==> config.mk <==
export PLATFORM = sky130hd
export DESIGN_NAME = autotile_neighbour_classifier_top
export DESIGN_NICKNAME = d
export VERILOG_FILES = /design/src/rtl/core/antc_pkg.sv /design/src/rtl/core/antc_window_lane.sv /design/src/rtl/core/antc_pattern_bank.sv /design/src/rtl/core/antc_merge.sv /design/src/rtl/core/autotile_neighbour_classifier_top.sv
export SDC_FILE = /design/constraint.sdc
export NUM_CORES = 1
export LEC_CHECK = 0
export BUFFER_PORTS_ARGS = -buffer_cell sky130_fd_sc_hd__buf_2
export CAP_MARGIN = 20
export CELL_PAD_IN_SITES_DETAIL_PLACEMENT = 0
export CELL_PAD_IN_SITES_GLOBAL_PLACEMENT = 1
export CORE_AREA = 2 2 119 121
export CTS_BUF_LIST = sky130_fd_sc_hd__clkbuf_8 sky130_fd_sc_hd__clkbuf_16
export DETAILED_ROUTE_END_ITERATION = 8
export DIE_AREA = 0 0 121 123
export GPL_TIMING_DRIVEN = 1
export PLACE_DENSITY = 0.81
export SETUP_SLACK_MARGIN = 0.4
export SYNTH_ARGS = -nofsm -noshare
export SYNTH_HDL_FRONTEND = slang
export SYNTH_SLANG_ARGS = --single-unit
==> constraint.sdc <==
create_clock -name clk -period 6.5 [get_ports clk]
set_input_delay 1.3 -clock clk [delete_from_list [all_inputs] [get_ports clk]]
set_output_delay 1.3 -clock clk [all_outputs]
set_load 0.01 [all_outputs]
==> src/rtl/core/antc_pkg.sv <==
`default_nettype none

package antc_pkg;

	localparam int SET_W         = 4;
	localparam int COORD_W       = 8;
	localparam int DIM_W         = 9;
	localparam int ATLAS_W       = 8;
	localparam int ROM_POS_W     = 3;
	localparam int CFG_IDX_W     = 2;
	localparam int CFG_DATA_W    = 9;
	localparam int PATTERN_COUNT = 47;
	localparam int WINDOW_CELLS  = 9;

	localparam logic [DIM_W-1:0]   MAP_DIM    = 9'd256;
	localparam logic [SET_W-1:0]   AUTO_LIMIT = 4'd4;
	localparam logic [ATLAS_W-1:0] MISS_COL   = 8'd7;
	localparam logic [ATLAS_W-1:0] MISS_ROW   = 8'd5;

	// per-cell pattern code
	localparam logic [1:0] T_NO  = 2'd0;
	localparam logic [1:0] T_YES = 2'd1;
	localparam logic [1:0] T_ANY = 2'd2;

	typedef enum logic [CFG_IDX_W-1:0] {
		REG_MAP_WIDTH  = 2'd0,
		REG_MAP_HEIGHT = 2'd1,
		REG_MANUAL_COL = 2'd2,
		REG_MANUAL_ROW = 2'd3
	} antc_reg_t;

	// cells[0] is top-left, cells[8] is bottom-right
	typedef struct packed {
		logic [ROM_POS_W-1:0]         col;
		logic [ROM_POS_W-1:0]         row;
		logic [0:WINDOW_CELLS-1][1:0] cells;
	} antc_pat_t;

	localparam antc_pat_t PAT_ROM [PATTERN_COUNT] = '{
		'{3'd0, 3'd0, {2'd2, 2'd0, 2'd2, 2'd0, 2'd1, 2'd1, 2'd2, 2'd1, 2'd1}},
		'{3'd1, 3'd0, {2'd2, 2'd0, 2'd2, 2'd1, 2'd1, 2'd1, 2'd1, 2'd1, 2'd1}},
		'{3'd2, 3'd0, {2'd2, 2'd0, 2'd2, 2'd1, 2'd1, 2'd0, 2'd1, 2'd1, 2'd2}},
		'{3'd3, 3'd0, {2'd2, 2'd0, 2'd2, 2'd0, 2'd1, 2'd0, 2'd2, 2'd1, 2'd2}},
		'{3'd4, 3'd0, {2'd2, 2'd1, 2'd1, 2'd0, 2'd1, 2'd1, 2'd2, 2'd1, 2'd0}},
		'{3'd5, 3'd0, {2'd1, 2'd1, 2'd2, 2'd1, 2'd1, 2'd0, 2'd0, 2'd1, 2'd2}},
		'{3'd6, 3'd0, {2'd1, 2'd1, 2'd1, 2'd1, 2'd1, 2'd1, 2'd1, 2'd1, 2'd0}},
		'{3'd7, 3'd0, {2'd1, 2'd1, 2'd1, 2'd1, 2'd1, 2'd1, 2'd0, 2'd1, 2'd1}},
		'{3'd0, 3'd1, {2'd2, 2'd1, 2'd1, 2'd0, 2'd1, 2'd1, 2'd2, 2'd1, 2'd1}},
		'{3'd1, 3'd1, {2'd1, 2'd1, 2'd1, 2'd1, 2'd1, 2'd1, 2'd1, 2'd1, 2'd1}},
		'{3'd2, 3'd1, {2'd1, 2'd1, 2'd2, 2'd1, 2'd1, 2'd0, 2'd1, 2'd1, 2'd2}},
		'{3'd3, 3'd1, {2'd2, 2'd1, 2'd2, 2'd0, 2'd1, 2'd0, 2'd2, 2'd1, 2'd2}},
		'{3'd4, 3'd1, {2'd2, 2'd1, 2'd0, 2'd0, 2'd1, 2'd1, 2'd2, 2'd1, 2'd0}},
		'{3'd5, 3'd1, {2'd0, 2'd1, 2'd2, 2'd1, 2'd1, 2'd0, 2'd0, 2'd1, 2'd2}},
		'{3'd6, 3'd1, {2'd1, 2'd1, 2'd0, 2'd1, 2'd1, 2'd1, 2'd1, 2'd1, 2'd1}},
		'{3'd7, 3'd1, {2'd0, 2'd1, 2'd1, 2'd1, 2'd1, 2'd1, 2'd1, 2'd1, 2'd1}},
		'{3'd0, 3'd2, {2'd2, 2'd1, 2'd1, 2'd0, 2'd1, 2'd1, 2'd2, 2'd0, 2'd2}},
		'{3'd1, 3'd2, {2'd1, 2'd1, 2'd1, 2'd1, 2'd1, 2'd1, 2'd2, 2'd0, 2'd2}},
		'{3'd2, 3'd2, {2'd1, 2'd1, 2'd2, 2'd1, 2'd1, 2'd0, 2'd2, 2'd0, 2'd2}},
		'{3'd3, 3'd2, {2'd2, 2'd1, 2'd2, 2'd0, 2'd1, 2'd0, 2'd2, 2'd0, 2'd2}},
		'{3'd4, 3'd2, {2'd2, 2'd1, 2'd0, 2'd0, 2'd1, 2'd1, 2'd2, 2'd1, 2'd1}},
		'{3'd5, 3'd2, {2'd0, 2'd1, 2'd2, 2'd1, 2'd1, 2'd0, 2'd1, 2'd1, 2'd2}},
		'{3'd6, 3'd2, {2'd0, 2'd1, 2'd0, 2'd1, 2'd1, 2'd1, 2'd0, 2'd1, 2'd1}},
		'{3'd7, 3'd2, {2'd0, 2'd1, 2'd0, 2'd1, 2'd1, 2'd1, 2'd1, 2'd1, 2'd0}},
		'{3'd0, 3'd3, {2'd2, 2'd0, 2'd2, 2'd0, 2'd1, 2'd1, 2'd2, 2'd0, 2'd2}},
		'{3'd1, 3'd3, {2'd2, 2'd0, 2'd2, 2'd1, 2'd1, 2'd1, 2'd2, 2'd0, 2'd2}},
		'{3'd2, 3'd3, {2'd2, 2'd0, 2'd2, 2'd1, 2'd1, 2'd0, 2'd2, 2'd0, 2'd2}},
		'{3'd3, 3'd3, {2'd2, 2'd0, 2'd2, 2'd0, 2'd1, 2'd0, 2'd2, 2'd0, 2'd2}},
		'{3'd4, 3'd3, {2'd1, 2'd1, 2'd0, 2'd1, 2'd1, 2'd1, 2'd1, 2'd1, 2'd0}},
		'{3'd5, 3'd3, {2'd0, 2'd1, 2'd1, 2'd1, 2'd1, 2'd1, 2'd0, 2'd1, 2'd1}},
		'{3'd6, 3'd3, {2'd0, 2'd1, 2'd1, 2'd1, 2'd1, 2'd1, 2'd0, 2'd1, 2'd0}},
		'{3'd7, 3'd3, {2'd1, 2'd1, 2'd0, 2'd1, 2'd1, 2'd1, 2'd0, 2'd1, 2'd0}},
		'{3'd0, 3'd4, {2'd2, 2'd0, 2'd2, 2'd1, 2'd1, 2'd1, 2'd1, 2'd1, 2'd0}},
		'{3'd1, 3'd4, {2'd2, 2'd0, 2'd2, 2'd1, 2'd1, 2'd1, 2'd0, 2'd1, 2'd0}},
		'{3'd2, 3'd4, {2'd2, 2'd0, 2'd2, 2'd1, 2'd1, 2'd1, 2'd0, 2'd1, 2'd1}},
		'{3'd3, 3'd4, {2'd1, 2'd1, 2'd1, 2'd1, 2'd1, 2'd1, 2'd0, 2'd1, 2'd0}},
		'{3'd4, 3'd4, {2'd2, 2'd0, 2'd2, 2'd0, 2'd1, 2'd1, 2'd2, 2'd1, 2'd0}},
		'{3'd5, 3'd4, {2'd2, 2'd0, 2'd2, 2'd1, 2'd1, 2'd0, 2'd0, 2'd1, 2'd2}},
		'{3'd6, 3'd4, {2'd0, 2'd1, 2'd1, 2'd1, 2'd1, 2'd1, 2'd1, 2'd1, 2'd0}},
		'{3'd7, 3'd4, {2'd1, 2'd1, 2'd0, 2'd1, 2'd1, 2'd1, 2'd0, 2'd1, 2'd1}},
		'{3'd0, 3'd5, {2'd1, 2'd1, 2'd0, 2'd1, 2'd1, 2'd1, 2'd2, 2'd0, 2'd2}},
		'{3'd1, 3'd5, {2'd0, 2'd1, 2'd0, 2'd1, 2'd1, 2'd1, 2'd2, 2'd0, 2'd2}},
		'{3'd2, 3'd5, {2'd0, 2'd1, 2'd1, 2'd1, 2'd1, 2'd1, 2'd2, 2'd0, 2'd2}},
		'{3'd3, 3'd5, {2'd0, 2'd1, 2'd0, 2'd1, 2'd1, 2'd1, 2'd1, 2'd1, 2'd1}},
		'{3'd4, 3'd5, {2'd2, 2'd1, 2'd0, 2'd0, 2'd1, 2'd1, 2'd2, 2'd0, 2'd2}},
		'{3'd5, 3'd5, {2'd0, 2'd1, 2'd2, 2'd1, 2'd1, 2'd0, 2'd2, 2'd0, 2'd2}},
		'{3'd6, 3'd5, {2'd0, 2'd1, 2'd0, 2'd1, 2'd1, 2'd1, 2'd0, 2'd1, 2'd0}}
	};

	// mask bit i belongs to window cell i
	function automatic logic pattern_hits(antc_pat_t pat, logic [WINDOW_CELLS-1:0] mask);
		logic hit;
		hit = 1'b1;
		for (int i = 0; i < WINDOW_CELLS; i++) begin
			if (pat.cells[i] != T_ANY && pat.cells[i] != {1'b0, mask[i]}) begin
				hit = 1'b0;
			end
		end
		return hit;
	endfunction

endpackage

`default_nettype wire

==> src/rtl/core/antc_window_lane.sv <==
`default_nettype none

module antc_window_lane (
	input  wire logic                      clk,
	input  wire logic                      en,
	input  wire logic [antc_pkg::SET_W-1:0] id,
	input  wire logic [antc_pkg::SET_W-1:0] target,
	input  wire logic                      on_map,
	output logic                           match_s1
);
	import antc_pkg::*;

	// off-map cells always count as matching
	always_ff @(posedge clk) begin
		if (en) begin
			match_s1 <= !on_map || (id == target);
		end
	end

endmodule

`default_nettype wire

==> src/rtl/core/antc_pattern_bank.sv <==
`default_nettype none

module antc_pattern_bank (
	input  wire logic                                 clk,
	input  wire logic                                 en,
	input  wire logic [antc_pkg::WINDOW_CELLS-1:0]    mask_s1,
	output logic      [antc_pkg::PATTERN_COUNT-1:0]   hit_s2
);
	import antc_pkg::*;

	always_ff @(posedge clk) begin
		if (en) begin
			for (int p = 0; p < PATTERN_COUNT; p++) begin
				hit_s2[p] <= pattern_hits(PAT_ROM[p], mask_s1);
			end
		end
	end

endmodule

`default_nettype wire

==> src/rtl/core/antc_merge.sv <==
`default_nettype none

module antc_merge (
	input  wire logic                                clk,
	input  wire logic                                en,
	input  wire logic [antc_pkg::PATTERN_COUNT-1:0]  hit_s2,
	input  wire logic [antc_pkg::SET_W-1:0]          set_s2,
	input  wire logic [antc_pkg::ATLAS_W-1:0]        manual_col,
	input  wire logic [antc_pkg::ATLAS_W-1:0]        manual_row,
	output logic      [antc_pkg::SET_W-1:0]          out_set,
	output logic      [antc_pkg::ATLAS_W-1:0]        atlas_col,
	output logic      [antc_pkg::ATLAS_W-1:0]        atlas_row
);
	import antc_pkg::*;

	logic [ATLAS_W-1:0] col_d;
	logic [ATLAS_W-1:0] row_d;
	logic [SET_W-1:0]   set_s3;
	logic [ATLAS_W-1:0] col_s3;
	logic [ATLAS_W-1:0] row_s3;

	// first hit in rom order wins, so scan from the back
	always_comb begin
		col_d = MISS_COL;
		row_d = MISS_ROW;
		for (int p = PATTERN_COUNT - 1; p >= 0; p--) begin
			if (hit_s2[p]) begin
				col_d = ATLAS_W'(PAT_ROM[p].col);
				row_d = ATLAS_W'(PAT_ROM[p].row);
			end
		end
		if (set_s2 >= AUTO_LIMIT) begin
			col_d = manual_col;
			row_d = manual_row;
		end
	end

	always_ff @(posedge clk) begin
		if (en) begin
			set_s3 <= set_s2;
			col_s3 <= col_d;
			row_s3 <= row_d;
		end
	end

	assign out_set   = set_s3;
	assign atlas_col = col_s3;
	assign atlas_row = row_s3;

endmodule

`default_nettype wire

==> src/rtl/core/autotile_neighbour_classifier_top.sv <==
// registered stages in order: lane compare, pattern bank, merge, whose valid drives out_valid
// throughput: one item per cycle while out_ready is high; a stage advances when it is
// empty or the next one does, so the result register accepts a new item in the cycle
// the old one is taken
// reset (arst_n low, asynchronous): all stage valid bits clear, map size 256x256,
// manual selection column 0 row 0
`default_nettype none

module autotile_neighbour_classifier_top (
	input  wire logic                                 clk,
	input  wire logic                                 arst_n,
	input  wire logic                                 in_valid,
	output logic                                      in_ready,
	input  wire logic [antc_pkg::SET_W-1:0]           target_set,
	input  wire logic [antc_pkg::COORD_W-1:0]         cell_col,
	input  wire logic [antc_pkg::COORD_W-1:0]         cell_row,
	input  wire logic [antc_pkg::SET_W-1:0]           nb_top_left,
	input  wire logic [antc_pkg::SET_W-1:0]           nb_top,
	input  wire logic [antc_pkg::SET_W-1:0]           nb_top_right,
	input  wire logic [antc_pkg::SET_W-1:0]           nb_left,
	input  wire logic [antc_pkg::SET_W-1:0]           nb_centre,
	input  wire logic [antc_pkg::SET_W-1:0]           nb_right,
	input  wire logic [antc_pkg::SET_W-1:0]           nb_bottom_left,
	input  wire logic [antc_pkg::SET_W-1:0]           nb_bottom,
	input  wire logic [antc_pkg::SET_W-1:0]           nb_bottom_right,
	output logic                                      out_valid,
	input  wire logic                                 out_ready,
	output logic      [antc_pkg::SET_W-1:0]           out_set,
	output logic      [antc_pkg::ATLAS_W-1:0]         atlas_col,
	output logic      [antc_pkg::ATLAS_W-1:0]         atlas_row,
	input  wire logic                                 cfg_valid,
	output logic                                      cfg_ready,
	input  wire logic [antc_pkg::CFG_IDX_W-1:0]       cfg_index,
	input  wire logic [antc_pkg::CFG_DATA_W-1:0]      cfg_data
);
	import antc_pkg::*;

	logic [DIM_W-1:0]   map_width_q;
	logic [DIM_W-1:0]   map_height_q;
	logic [ATLAS_W-1:0] manual_col_q;
	logic [ATLAS_W-1:0] manual_row_q;

	logic v_s1, v_s2, v_s3;
	logic en1, en2, en3;

	logic top_on, bot_on, left_on, right_on;
	logic [WINDOW_CELLS-1:0] on_map;
	logic [SET_W-1:0]        nb_id [WINDOW_CELLS];
	logic [WINDOW_CELLS-1:0] mask_s1;
	logic [PATTERN_COUNT-1:0] hit_s2;
	logic [SET_W-1:0]        set_s1;
	logic [SET_W-1:0]        set_s2;

	// configuration registers
	assign cfg_ready = 1'b1;

	always_ff @(posedge clk or negedge arst_n) begin
		if (!arst_n) begin
			map_width_q  <= MAP_DIM;
			map_height_q <= MAP_DIM;
			manual_col_q <= '0;
			manual_row_q <= '0;
		end else if (cfg_valid && cfg_ready) begin
			case (cfg_index)
				REG_MAP_WIDTH:  map_width_q  <= cfg_data;
				REG_MAP_HEIGHT: map_height_q <= cfg_data;
				REG_MANUAL_COL: manual_col_q <= cfg_data[ATLAS_W-1:0];
				REG_MANUAL_ROW: manual_row_q <= cfg_data[ATLAS_W-1:0];
				default: ;
			endcase
		end
	end

	// stage advance: a stage moves when it is empty or the next one moves
	assign en3      = !v_s3 || out_ready;
	assign en2      = !v_s2 || en3;
	assign en1      = !v_s1 || en2;
	assign in_ready = en1;
	assign out_valid = v_s3;

	always_ff @(posedge clk or negedge arst_n) begin
		if (!arst_n) begin
			v_s1 <= 1'b0;
			v_s2 <= 1'b0;
			v_s3 <= 1'b0;
		end else begin
			if (en1) v_s1 <= in_valid;
			if (en2) v_s2 <= v_s1;
			if (en3) v_s3 <= v_s2;
		end
	end

	// map edges
	assign top_on   = cell_row != '0;
	assign left_on  = cell_col != '0;
	assign bot_on   = ({1'b0, cell_row} + DIM_W'(1)) < map_height_q;
	assign right_on = ({1'b0, cell_col} + DIM_W'(1)) < map_width_q;

	assign on_map[0] = top_on && left_on;
	assign on_map[1] = top_on;
	assign on_map[2] = top_on && right_on;
	assign on_map[3] = left_on;
	assign on_map[4] = 1'b1;
	assign on_map[5] = right_on;
	assign on_map[6] = bot_on && left_on;
	assign on_map[7] = bot_on;
	assign on_map[8] = bot_on && right_on;

	assign nb_id[0] = nb_top_left;
	assign nb_id[1] = nb_top;
	assign nb_id[2] = nb_top_right;
	assign nb_id[3] = nb_left;
	assign nb_id[4] = nb_centre;
	assign nb_id[5] = nb_right;
	assign nb_id[6] = nb_bottom_left;
	assign nb_id[7] = nb_bottom;
	assign nb_id[8] = nb_bottom_right;

	for (genvar i = 0; i < WINDOW_CELLS; i++) begin : g_lane
		antc_window_lane u_lane (
			.clk      (clk),
			.en       (en1),
			.id       (nb_id[i]),
			.target   (target_set),
			.on_map   (on_map[i]),
			.match_s1 (mask_s1[i])
		);
	end

	always_ff @(posedge clk) begin
		if (en1) set_s1 <= target_set;
		if (en2) set_s2 <= set_s1;
	end

	antc_pattern_bank u_bank (
		.clk     (clk),
		.en      (en2),
		.mask_s1 (mask_s1),
		.hit_s2  (hit_s2)
	);

	antc_merge u_merge (
		.clk        (clk),
		.en         (en3),
		.hit_s2     (hit_s2),
		.set_s2     (set_s2),
		.manual_col (manual_col_q),
		.manual_row (manual_row_q),
		.out_set    (out_set),
		.atlas_col  (atlas_col),
		.atlas_row  (atlas_row)
	);

`ifndef ASSERT_OFF
	a_accept_fills_s1: assert property (@(posedge clk) disable iff (!arst_n)
		(in_valid && in_ready) |=> v_s1)
		else $error("accepted item did not enter the first stage");

	a_ready_when_free: assert property (@(posedge clk) disable iff (!arst_n)
		!v_s1 |-> in_ready)
		else $error("input stalled with a free first stage");

	a_auto_range: assert property (@(posedge clk) disable iff (!arst_n)
		(out_valid && out_set < AUTO_LIMIT) |-> (atlas_col < 8'd8 && atlas_row < 8'd6))
		else $error("autotiled result outside the atlas");

	a_stall_keeps_result: assert property (@(posedge clk) disable iff (!arst_n)
		(v_s3 && !out_ready) |=> (v_s3 && $stable(atlas_col) && $stable(atlas_row)))
		else $error("stalled result lost or changed");
`endif

endmodule

`default_nettype wire
Word level (Yosys, flattened, before mapping)
Cells that the tools add are included.

$lt $le $gt $ge: 3. Equal/unequal tests: 12. Multiplexer cells: 159. $add $sub $neg: 2. Reductions and logical operators: 35. Bitwise logic cells: 1.

Operator list (count): $mux 8 (47); $mux 3 (32); $mux 1 (79); $eq 4x4->1 (9); $add 8x1->9 const B (2); $lt 9x9->1 (2); $reduce_bool 8->1 (2); $logic_not 1->1 (11); $logic_or 1x1->1 (11); $reduce_and 2->1 (5); $eq 2x2->1 const B (2); $ge 4x3->1 const B (1); $logic_and 1x1->1 (4); $eq 2x1->1 const B (1); $logic_not 2->1 (1); $mux 2 (1); $reduce_or 2->1 (1); $not 1->1 (1).

Word-level logic and storage cells: 239. Output and inout port bits: 23. Bits in registers: 121. Input port bits: 72.

Logic depth before layout (Yosys ltp)
Gate-level depths: netlist of run 1.

Depth in word-level cells: 48. Gate-level depth with buffers: 9. Gate-level depth less buffers: 9.

Modules after synthesis
A second synthesis of run 1 with hierarchy kept.

Cells, all modules: 518. Area total of the unflattened synthesis: 6264.8 um2.

Modules (own cells, without submodules): autotile_neighbour_classifier_top (cells an instance 204, instances 1, seq. area each 1168.6 um2, area each 2391.0 um2); antc_pattern_bank (cells an instance 122, instances 1, seq. area each 1411.4 um2, area each 1848.0 um2); antc_merge (cells an instance 138, instances 1, seq. area each 600.6 um2, area each 1293.7 um2); antc_window_lane (cells an instance 6, instances 9, seq. area each 30.0 um2, area each 81.3 um2).

Worst setup path after synthesis of run 1
No wires, ideal clock.

Path kind: input to register. Start point: input port out_ready. End point: register set_s2[0], enable pin. Required time: 5.764 ns. Setup time: 0.736 ns. Arrival: 2.531 ns. Path slack: 3.234 ns. Stages: 1. Path buffers: 0. Cell sequence: nand3b_1.

Cells in the longest elaborated chain, start to end: 2.

Ends and longest elaborated chain: from (decl) (RTL line autotile_neighbour_classifier_top.sv:27) `input wire logic out_ready,`; $logic_or 1x1->1 (RTL line autotile_neighbour_classifier_top.sv:75) `assign en3 = !v_s3 || out_ready;`; $logic_or 1x1->1 (RTL line autotile_neighbour_classifier_top.sv:76) `assign en2 = !v_s2 || en3;`; to (signal assigned) (RTL line autotile_neighbour_classifier_top.sv:132) `if (en2) set_s2 <= set_s1;`; to (decl) (RTL line autotile_neighbour_classifier_top.sv:52) `logic [SET_W-1:0] set_s2;`.

Every way passes these cells. A chain may end at the register's enable or synchronous reset.

Worst setup path after layout of run 1
Start point: input port out_ready. End point: output port in_ready.

Cells in the longest elaborated chain, start to end: 3.

Ends and longest elaborated chain: $logic_or 1x1->1 (RTL line autotile_neighbour_classifier_top.sv:75); $logic_or 1x1->1 (RTL line autotile_neighbour_classifier_top.sv:76); $logic_or 1x1->1 (RTL line autotile_neighbour_classifier_top.sv:77) `assign en1 = !v_s1 || en2;`; to (decl) (RTL line autotile_neighbour_classifier_top.sv:13) `output logic in_ready,`.

Every way passes these cells.

==> reports/qor.log, run 1 <==
[run_status] result of the run completed
[clock_network] postcts setup bufs 0
[min_path] end point of the most critical hold path set_s2[1]
[sta] skew final 5.57 ps
[drt] sum of routed wire length over all layers 12800 µm
[clock_network] clock tree buffer depth 2
[sta] peak clock frequency supported by timing 268 MHz
[clock_network] hold bufs inserted after CTS 0
[sta] final worst setup slack 2770 ps
[synth] total number of yosys warnings 0
[clock_network] worst skew pair latency 400 ps
[worst_setup_path] endpoint arrival time on the critical path 2430 ps
[min_path] worst hold path startpoint set_s1[1]
[drt] DRC marker count from the first detailed-route iteration 256
[synth] mapped cell area 6040 µm²
[pwr] power density normalized to cell area 309 nW/µm²
[synth] flip-flop cell with the highest count after synthesis sky130_fd_sc_hd__edfxtp_1
[min_path] cell depth of the worst min-delay path 0
[clock_network] TritonCTS clock tree yes
[finish] fraction of layout instances using a drive strength above 1 25.2%
[worst_setup_path] endpoint of the most critical register-to-register path u_merge.atlas_col[2]
[placement] post-place setup slack 2750 ps
[finish] number of fillers in the final layout 1168
[die] vertical die dimension 123 µm
[drt] DRC errors left 0
[sta] share of the cycle needed by the critical path after routing 57.3%
[min_path] path class of the lowest-slack min-delay path register to register
[synth] cell count after synthesis 525
[synth] largest cells by area after synthesis sky130_fd_sc_hd__edfxtp_1 42%, sky130_fd_sc_hd__dfrtp_1 14%, sky130_fd_sc_hd__mux2_2 4.8%
[worst_setup_path] Critical-path top delay cell sky130_fd_sc_hd__nand4b_1
[worst_setup_path] delay of the slowest cell on the worst path 640 ps
[clock_network] clock-pin transition on the worst setup and hold timing paths 50 ps
[worst_setup_path] Critical Setup Path Class input port to output port
[finish] Area growth, synth to finish 20.7%
[clock_network] total clock buffers created by CTS 17
[sta] Worst Hold Margin 416 ps
[drt] Antenna Violating Nets Remaining 0
[synth] mean cell area of the mapped netlist 11.5 µm²
[die] x dimension of the die 121 µm
[sta] setup repair after global routing missed its margin false
[synth] number of synthesized flops with an enable pin 84
[synth] most common cell in the netlist sky130_fd_sc_hd__edfxtp_1
[synth] most area-hungry cell type in the Yosys netlist sky130_fd_sc_hd__edfxtp_1
[worst_setup_path] cell-by-cell listing of the critical path buf_2, nand4b_1, buf_2
[pwr] leakage power 3.03 nW
[global_route] remaining global-route overflow 0
[worst_setup_path] Worst setup EP type output port
[sta] Pins Over Slew Limit 0
[die] die footprint 14900 µm²
[synth] number of nets in the synthesized netlist 617
[drt] average via count per standard cell 5.16
[die] starting utilization of the core area 44.4%
[placement] number of port buffers 93
[finish] area of combinational cells with multiple inputs 2430 µm²
[worst_setup_path] maximum net fanout on the critical path 15
[sta] final-layout setup total negative slack 0 ps
[die] number of placed I/O pins 95
[placement] final HPWL from detailed placement 9680 µm
[die] core box area 13600 µm²
[clock_network] level count of the clock H-tree 4
[sta] final-report hold violation count 0
[global_route] initial antenna violation count 0
[sta] Period minus WS final 3730 ps
[global_route] vias in the first global route 4211
[worst_setup_path] startpoint type of the worst setup path input port
[clock_network] number of resized instances in the post-cts repair step 0
[worst_setup_path] register-to-register setup slack 4440 ps
[flow_run] max-cap violation count 0
[global_route] wire length of the first global-routing pass 20700 µm
[drt] number of detailed-route iterations in the first pass 5
[finish] sequential cell area in the final layout 3450 µm²
[sta] final number of setup-violating endpoints 0
[clock_network] clock root cell sky130_fd_sc_hd__clkbuf_16
[synth] synthesized flop and latch total 121
[global_route] GRT Util Overall 18.2%
[synth] Unique masters post-synth 55
[finish] post-layout net count 719
[synth] post-synth top area share 41.7%
[synth] Synth top cells by count 84 x sky130_fd_sc_hd__edfxtp_1, 66 x sky130_fd_sc_hd__nor2_1, 35 x sky130_fd_sc_hd__dfrtp_1, 31 x sky130_fd_sc_hd__inv_1, 29 x sky130_fd_sc_hd__nand2_1
[worst_setup_path] most used cell, CP sky130_fd_sc_hd__buf_2
[sta] relative slew slack 45.0%
[synth] fraction of registers with async set/reset 30.6%
[worst_setup_path] number of cells on the worst reg-to-reg path 4
[finish] number of diodes 0
[clock_network] clock sinks 121
[drt] wire length per cell after detailed routing 15.6 µm
[placement] gpl congestion 0.807
[sta] transition time at the pin with the least slew margin 822 ps
[pwr] Max rail drop VDD 194 µV
[die] number of rows created at floorplan 43
[global_route] pin count of the biggest net entering global routing 53
[synth] sequential fraction of the synthesis area 57.1%
[drt] total vias in the final route 4228
[worst_setup_path] Critical R2R Launch u_bank.hit_s2[27]
[worst_setup_path] Critical Path RT 5200 ps
layout by cell type (no fill, tap or decap), types with 3 or more instances in the layout:
cell type	netlist	layout
sky130_fd_sc_hd__xor2_1	24	24
sky130_fd_sc_hd__or2_2	5	5
sky130_fd_sc_hd__o41ai_1	4	4
sky130_fd_sc_hd__nor2b_1	6	6
sky130_fd_sc_hd__nor3_1	12	12
sky130_fd_sc_hd__buf_2	0	93
sky130_fd_sc_hd__or4_1	4	4
sky130_fd_sc_hd__ha_1	20	20
sky130_fd_sc_hd__a21oi_1	15	15
sky130_fd_sc_hd__and3_1	7	7
sky130_fd_sc_hd__nand2_1	29	29
sky130_fd_sc_hd__nand4_1	7	7
sky130_fd_sc_hd__nand3_1	18	18
sky130_fd_sc_hd__and2_1	10	10
sky130_fd_sc_hd__dfrtp_1	35	35
sky130_fd_sc_hd__a221o_1	3	3
sky130_fd_sc_hd__nand4b_1	3	3
sky130_fd_sc_hd__clkbuf_16	0	21
sky130_fd_sc_hd__edfxtp_1	84	84
sky130_fd_sc_hd__nor2_1	66	66
sky130_fd_sc_hd__o21ai_0	22	22
sky130_fd_sc_hd__nand2b_1	9	9
sky130_fd_sc_hd__nor4_1	10	10
sky130_fd_sc_hd__inv_1	31	33
sky130_fd_sc_hd__mux2_2	26	26
sky130_fd_sc_hd__xnor2_1	24	24
sky130_fd_sc_hd__nand3b_1	4	4
sky130_fd_sc_hd__clkinv_2	0	4
sky130_fd_sc_hd__o21a_1	3	3
flip-flops by register name, indices dropped and copies added (netlist names):
name	flops
u_bank.hit_s2	47
g_lane.u_lane.match_s1	9
map_height_q	9
map_width_q	9
manual_col_q	8
manual_row_q	8
u_merge.atlas_col	8
u_merge.atlas_row	8
set_s1	4
set_s2	4
u_merge.out_set	4
out_valid	1
v_s1	1
v_s2	1
where the power goes:
group | internal [mW] | switching (mW) | total [mW]
sequential | 0.952 | 0.0818 | 1.03
combinational | 0.155 | 0.187 | 0.342
clock | 0.562 | 0.321 | 0.883
total | 1.67 | 0.589 | 2.26
how the worst max path moves through the flow:
| stage | start | endpoint | slack (ps) |
|---|---|---|---|
| after global placement | out_ready | in_ready | 2800 |
| after floorplan | out_ready | set_s2[0] | 3230 |
| after CTS | out_ready | in_ready | 2750 |
| after detailed placement | out_ready | in_ready | 2750 |
| final | out_ready | in_ready | 2770 |
| after global routing | out_ready | in_ready | 2660 |
per-stage QoR:
step	utilization (%)	area, µm²	power (mW)	std cells
after global routing	53.6	7300	2.37	820
after global placement	49.2	6690	1.37	787
after CTS	53.4	7270	2.27	819
after floorplan	-	6040	1.25	525
final	53.6	7300	2.26	820
after detailed placement	49.2	6690	1.38	787
final cells by class:
type	count	share of cell area [%]
tap	180	3.09
sequential	121	47.3
inverter	31	1.59
clock inverter	11	0.891
clock buffer	21	7.05
multi-input combinational	361	33.3
timing repair buffer	95	6.82
cell families after synthesis:
family / synth area share, %
other: 0.0620
multiplexers: 4.84
flip-flops: 57.1
AO/OA/AOI/OAI: 7.85
AND/OR/NAND/NOR: 16.3
XOR/XNOR: 6.96
buffers and inverters: 2.73
adder cells (fa/ha/maj): 4.14
per-layer routing:
layer	track usage (%)	vias up	wire (µm)
met1	23.9	1973	5740
li1	-	2106	-
met3	4.38	16	748
met2	29.5	133	6070
met4	6.83	0	240
met5	0	-	0
critical path, delay by kind of cell:
kind / cells / cell delay (ps)
buffers and inverters: 2 / 490
and+or+nand+nor: 1 / 640
No activity file was read; power rests on OpenSTA's default activity.
==> run 2, diff against run 1 <==
--- a/config.mk
+++ b/config.mk
@@ -9,12 +9,12 @@
 export CAP_MARGIN = 20
 export CELL_PAD_IN_SITES_DETAIL_PLACEMENT = 0
 export CELL_PAD_IN_SITES_GLOBAL_PLACEMENT = 1
-export CORE_AREA = 2 2 119 121
+export CORE_AREA = 2 2 125 127
 export CTS_BUF_LIST = sky130_fd_sc_hd__clkbuf_8 sky130_fd_sc_hd__clkbuf_16
 export DETAILED_ROUTE_END_ITERATION = 8
-export DIE_AREA = 0 0 121 123
+export DIE_AREA = 0 0 127 129
 export GPL_TIMING_DRIVEN = 1
-export PLACE_DENSITY = 0.81
+export PLACE_DENSITY = 0.77
 export SETUP_SLACK_MARGIN = 0.4
 export SYNTH_ARGS = -nofsm -noshare
 export SYNTH_HDL_FRONTEND = slang
==> constraint.sdc (replaced) <==
create_clock -name clk -period 3.1 [get_ports clk]
set_input_delay 0.62 -clock clk [delete_from_list [all_inputs] [get_ports clk]]
set_output_delay 0.62 -clock clk [all_outputs]
set_load 0.01 [all_outputs]
==> run 2 against run 1 <==
  * Critical path depth up 7
  * Non-clock buffer count up 2
  * Count of clock-buffer cells in the layout unchanged
  * Via count up 3.4%
  * Final cell count up 1.2%
  * Sequential share of layout area down 0.14 points
  * Clock skew up 1.5 ps
  * Largest power group unchanged
==> reports/qor.log, run 2 (synthesized netlist as in run 1, its figures left out) <==
[finish] fraction of layout instances using a drive strength above 1 25.2% [+0.077 points]
[worst_setup_path] cell-by-cell listing of the critical path buf_2, and3_1, nand3_1, or2_2, xnor2_1, ha_1, o21ai_0, a21oi_1, a21oi_1, nand3_1
[worst_setup_path] endpoint arrival time on the critical path 2410 ps [-20 ps]
[placement] gpl congestion 0.809 [+0.27%]
[sta] setup repair after global routing missed its margin false
[worst_setup_path] Critical-path top delay cell sky130_fd_sc_hd__or2_2
[die] number of rows created at floorplan 45 [+4.7%]
[drt] total vias in the final route 4372 [+3.4%]
[worst_setup_path] Worst setup EP type register
[flow_run] max-cap violation count 0 [unchanged]
[sta] final-report hold violation count 0 [unchanged]
[sta] share of the cycle needed by the critical path after routing 73.5%
[finish] Area growth, synth to finish 21.1%
[worst_setup_path] delay of the slowest cell on the worst path 320 ps [-320 ps]
[worst_setup_path] Critical Setup Path Class input port to register
[placement] final HPWL from detailed placement 10100 µm [+4.1%]
[die] core box area 15000 µm² [+10%]
[sta] final-layout setup total negative slack 0 ps [unchanged]
[finish] number of fillers in the final layout 1339 [+15%]
[clock_network] hold bufs inserted after CTS 0 [unchanged]
[finish] top register by number of flip-flops u_bank.hit_s2
[finish] most frequent cells in the layout 93 x sky130_fd_sc_hd__buf_2, 84 x sky130_fd_sc_hd__edfxtp_1, 66 x sky130_fd_sc_hd__nor2_1
[die] number of placed I/O pins 95 [unchanged]
[drt] sum of routed wire length over all layers 13600 µm [+6.1%]
[die] vertical die dimension 129 µm [+4.9%]
[sta] skew final 7.06 ps [+1.49 ps]
[drt] wire length per cell after detailed routing 16.3 µm [+4.8%]
[run_status] result of the run completed
[global_route] vias in the first global route 4382 [+4.1%]
[sta] Pins Over Slew Limit 0 [unchanged]
[die] die footprint 16400 µm² [+10%]
[clock_network] worst skew pair latency 400 ps [about the same]
[clock_network] clock-pin transition on the worst setup and hold timing paths 60 ps [about the same]
[sta] Worst Hold Margin 305 ps [-111 ps]
[pwr] power density normalized to cell area 656 nW/µm² [+110%]
[worst_setup_path] startpoint type of the worst setup path input port
[die] x dimension of the die 127 µm [+5.0%]
[drt] average via count per standard cell 5.27 [+2.2%]
[global_route] GRT Util Overall 17.2% [-1.0 points]
[worst_setup_path] Critical Path RT 3230 ps [-1970 ps]
[clock_network] clock sinks 121 [unchanged]
[clock_network] total clock buffers created by CTS 17 [unchanged]
[global_route] remaining global-route overflow 0 [unchanged]
[sta] relative slew slack 45.2% [+0.20 points]
[sta] transition time at the pin with the least slew margin 823 ps [+0.564 ps]
[min_path] path class of the lowest-slack min-delay path input port to async pin
[drt] number of detailed-route iterations in the first pass 7 [+2]
[die] starting utilization of the core area 40.4% [-4.0 points]
[finish] number of diodes 0 [unchanged]
[placement] number of port buffers 93 [unchanged]
[pwr] Max rail drop VDD 383 µV [+98%]
[clock_network] TritonCTS clock tree yes
[clock_network] number of resized instances in the post-cts repair step 0 [unchanged]
[clock_network] level count of the clock H-tree 4 [unchanged]
[clock_network] clock root cell sky130_fd_sc_hd__clkbuf_16
[clock_network] clock tree buffer depth 2 [unchanged]
[finish] most common cell after layout, fill and taps aside sky130_fd_sc_hd__buf_2
[global_route] wire length of the first global-routing pass 21800 µm [+5.3%]
[pwr] leakage power 3.04 nW [+0.16%]
[worst_setup_path] maximum net fanout on the critical path 5 [-10]
[drt] DRC errors left 0 [unchanged]
[global_route] pin count of the biggest net entering global routing 50 [-5.7%]
[drt] DRC marker count from the first detailed-route iteration 319 [+25%]
[drt] Antenna Violating Nets Remaining 0 [unchanged]
[finish] max FFs per register 47 [unchanged]
[sta] peak clock frequency supported by timing 439 MHz
[sta] final number of setup-violating endpoints 0 [unchanged]
[sta] Period minus WS final 2280 ps
[clock_network] postcts setup bufs 0 [unchanged]
[finish] post-layout net count 721 [+0.28%]
[global_route] initial antenna violation count 0 [unchanged]
run 2: changes by cell type in the layout (fill, tap and decap cells not counted):
cell	before	now
sky130_fd_sc_hd__buf_4	1	4
sky130_fd_sc_hd__clkinv_2	4	1
sky130_fd_sc_hd__clkbuf_16	21	19
sky130_fd_sc_hd__bufinv_16	0	1
sky130_fd_sc_hd__clkbuf_8	1	2
sky130_fd_sc_hd__clkinv_1	0	1
sky130_fd_sc_hd__inv_4	2	3
run 2: area by class of cell:
class                   instances  area, µm²  area share [%]
clock inverters                11       90.1            1.23
well taps                     188        235            3.21
repair buffers                 97        495            6.77
inverters                      31        116            1.59
flip-flops and latches        121       3450            47.1
clock buffers                  21        503            6.87
multi-input cells             361       2430            33.2
run 2: per-layer routing:
layer  share of wire (%)  wire length, µm  vias up  track usage (%)
li1                    -                -     2113                -
met1                  44             6040     2071             22.4
met2                  47             6360      162             27.4
met3                 6.1              829       26             4.91
met4                 2.5              344        0             6.46
met5                   0                0        -                0
run 2: stage by stage:
step	util, %	area (µm²)	instances	worst slack [ps]	power [mW]
after CTS	48.9	7320	830	777	4.83
after global placement	44.9	6730	798	462	2.88
after global routing	48.9	7320	830	600	5.03
after detailed placement	44.9	6730	798	343	2.91
final	48.9	7320	830	822	4.80
after floorplan	-	6040	525	514	2.62
run 2: worst paths after layout:
kind	startpoint	to	slack, ps	depth (start not counted)
max	cell_row[0]	g_lane[6].u_lane.match_s1	820	10
min	arst_n	manual_row_q[4]	310	1
max reg2reg	u_bank.hit_s2[26]	u_merge.atlas_col[2]	1030	4
min reg2reg	set_s1[0]	set_s2[0]	420	0
max in group asynchronous	arst_n	v_s2	2260	1
min in group clk	in_valid	v_s1	400	2
run 2: report_power, final:
group	internal [mW]	switching, mW	total, mW
Combinational	0.322	0.396	0.718
Clock	1.23	0.675	1.91
Sequential	2.00	0.175	2.17
run 2: worst max-delay path, delay by kind of cell:
family / cells / cell delay (ps)
buffers and inverters: 1 / 120
adder cells (fa/ha/maj): 1 / 270
XOR/XNOR: 1 / 200
AND/OR/NAND/NOR: 4 / 730
AO/OA/AOI/OAI: 3 / 460
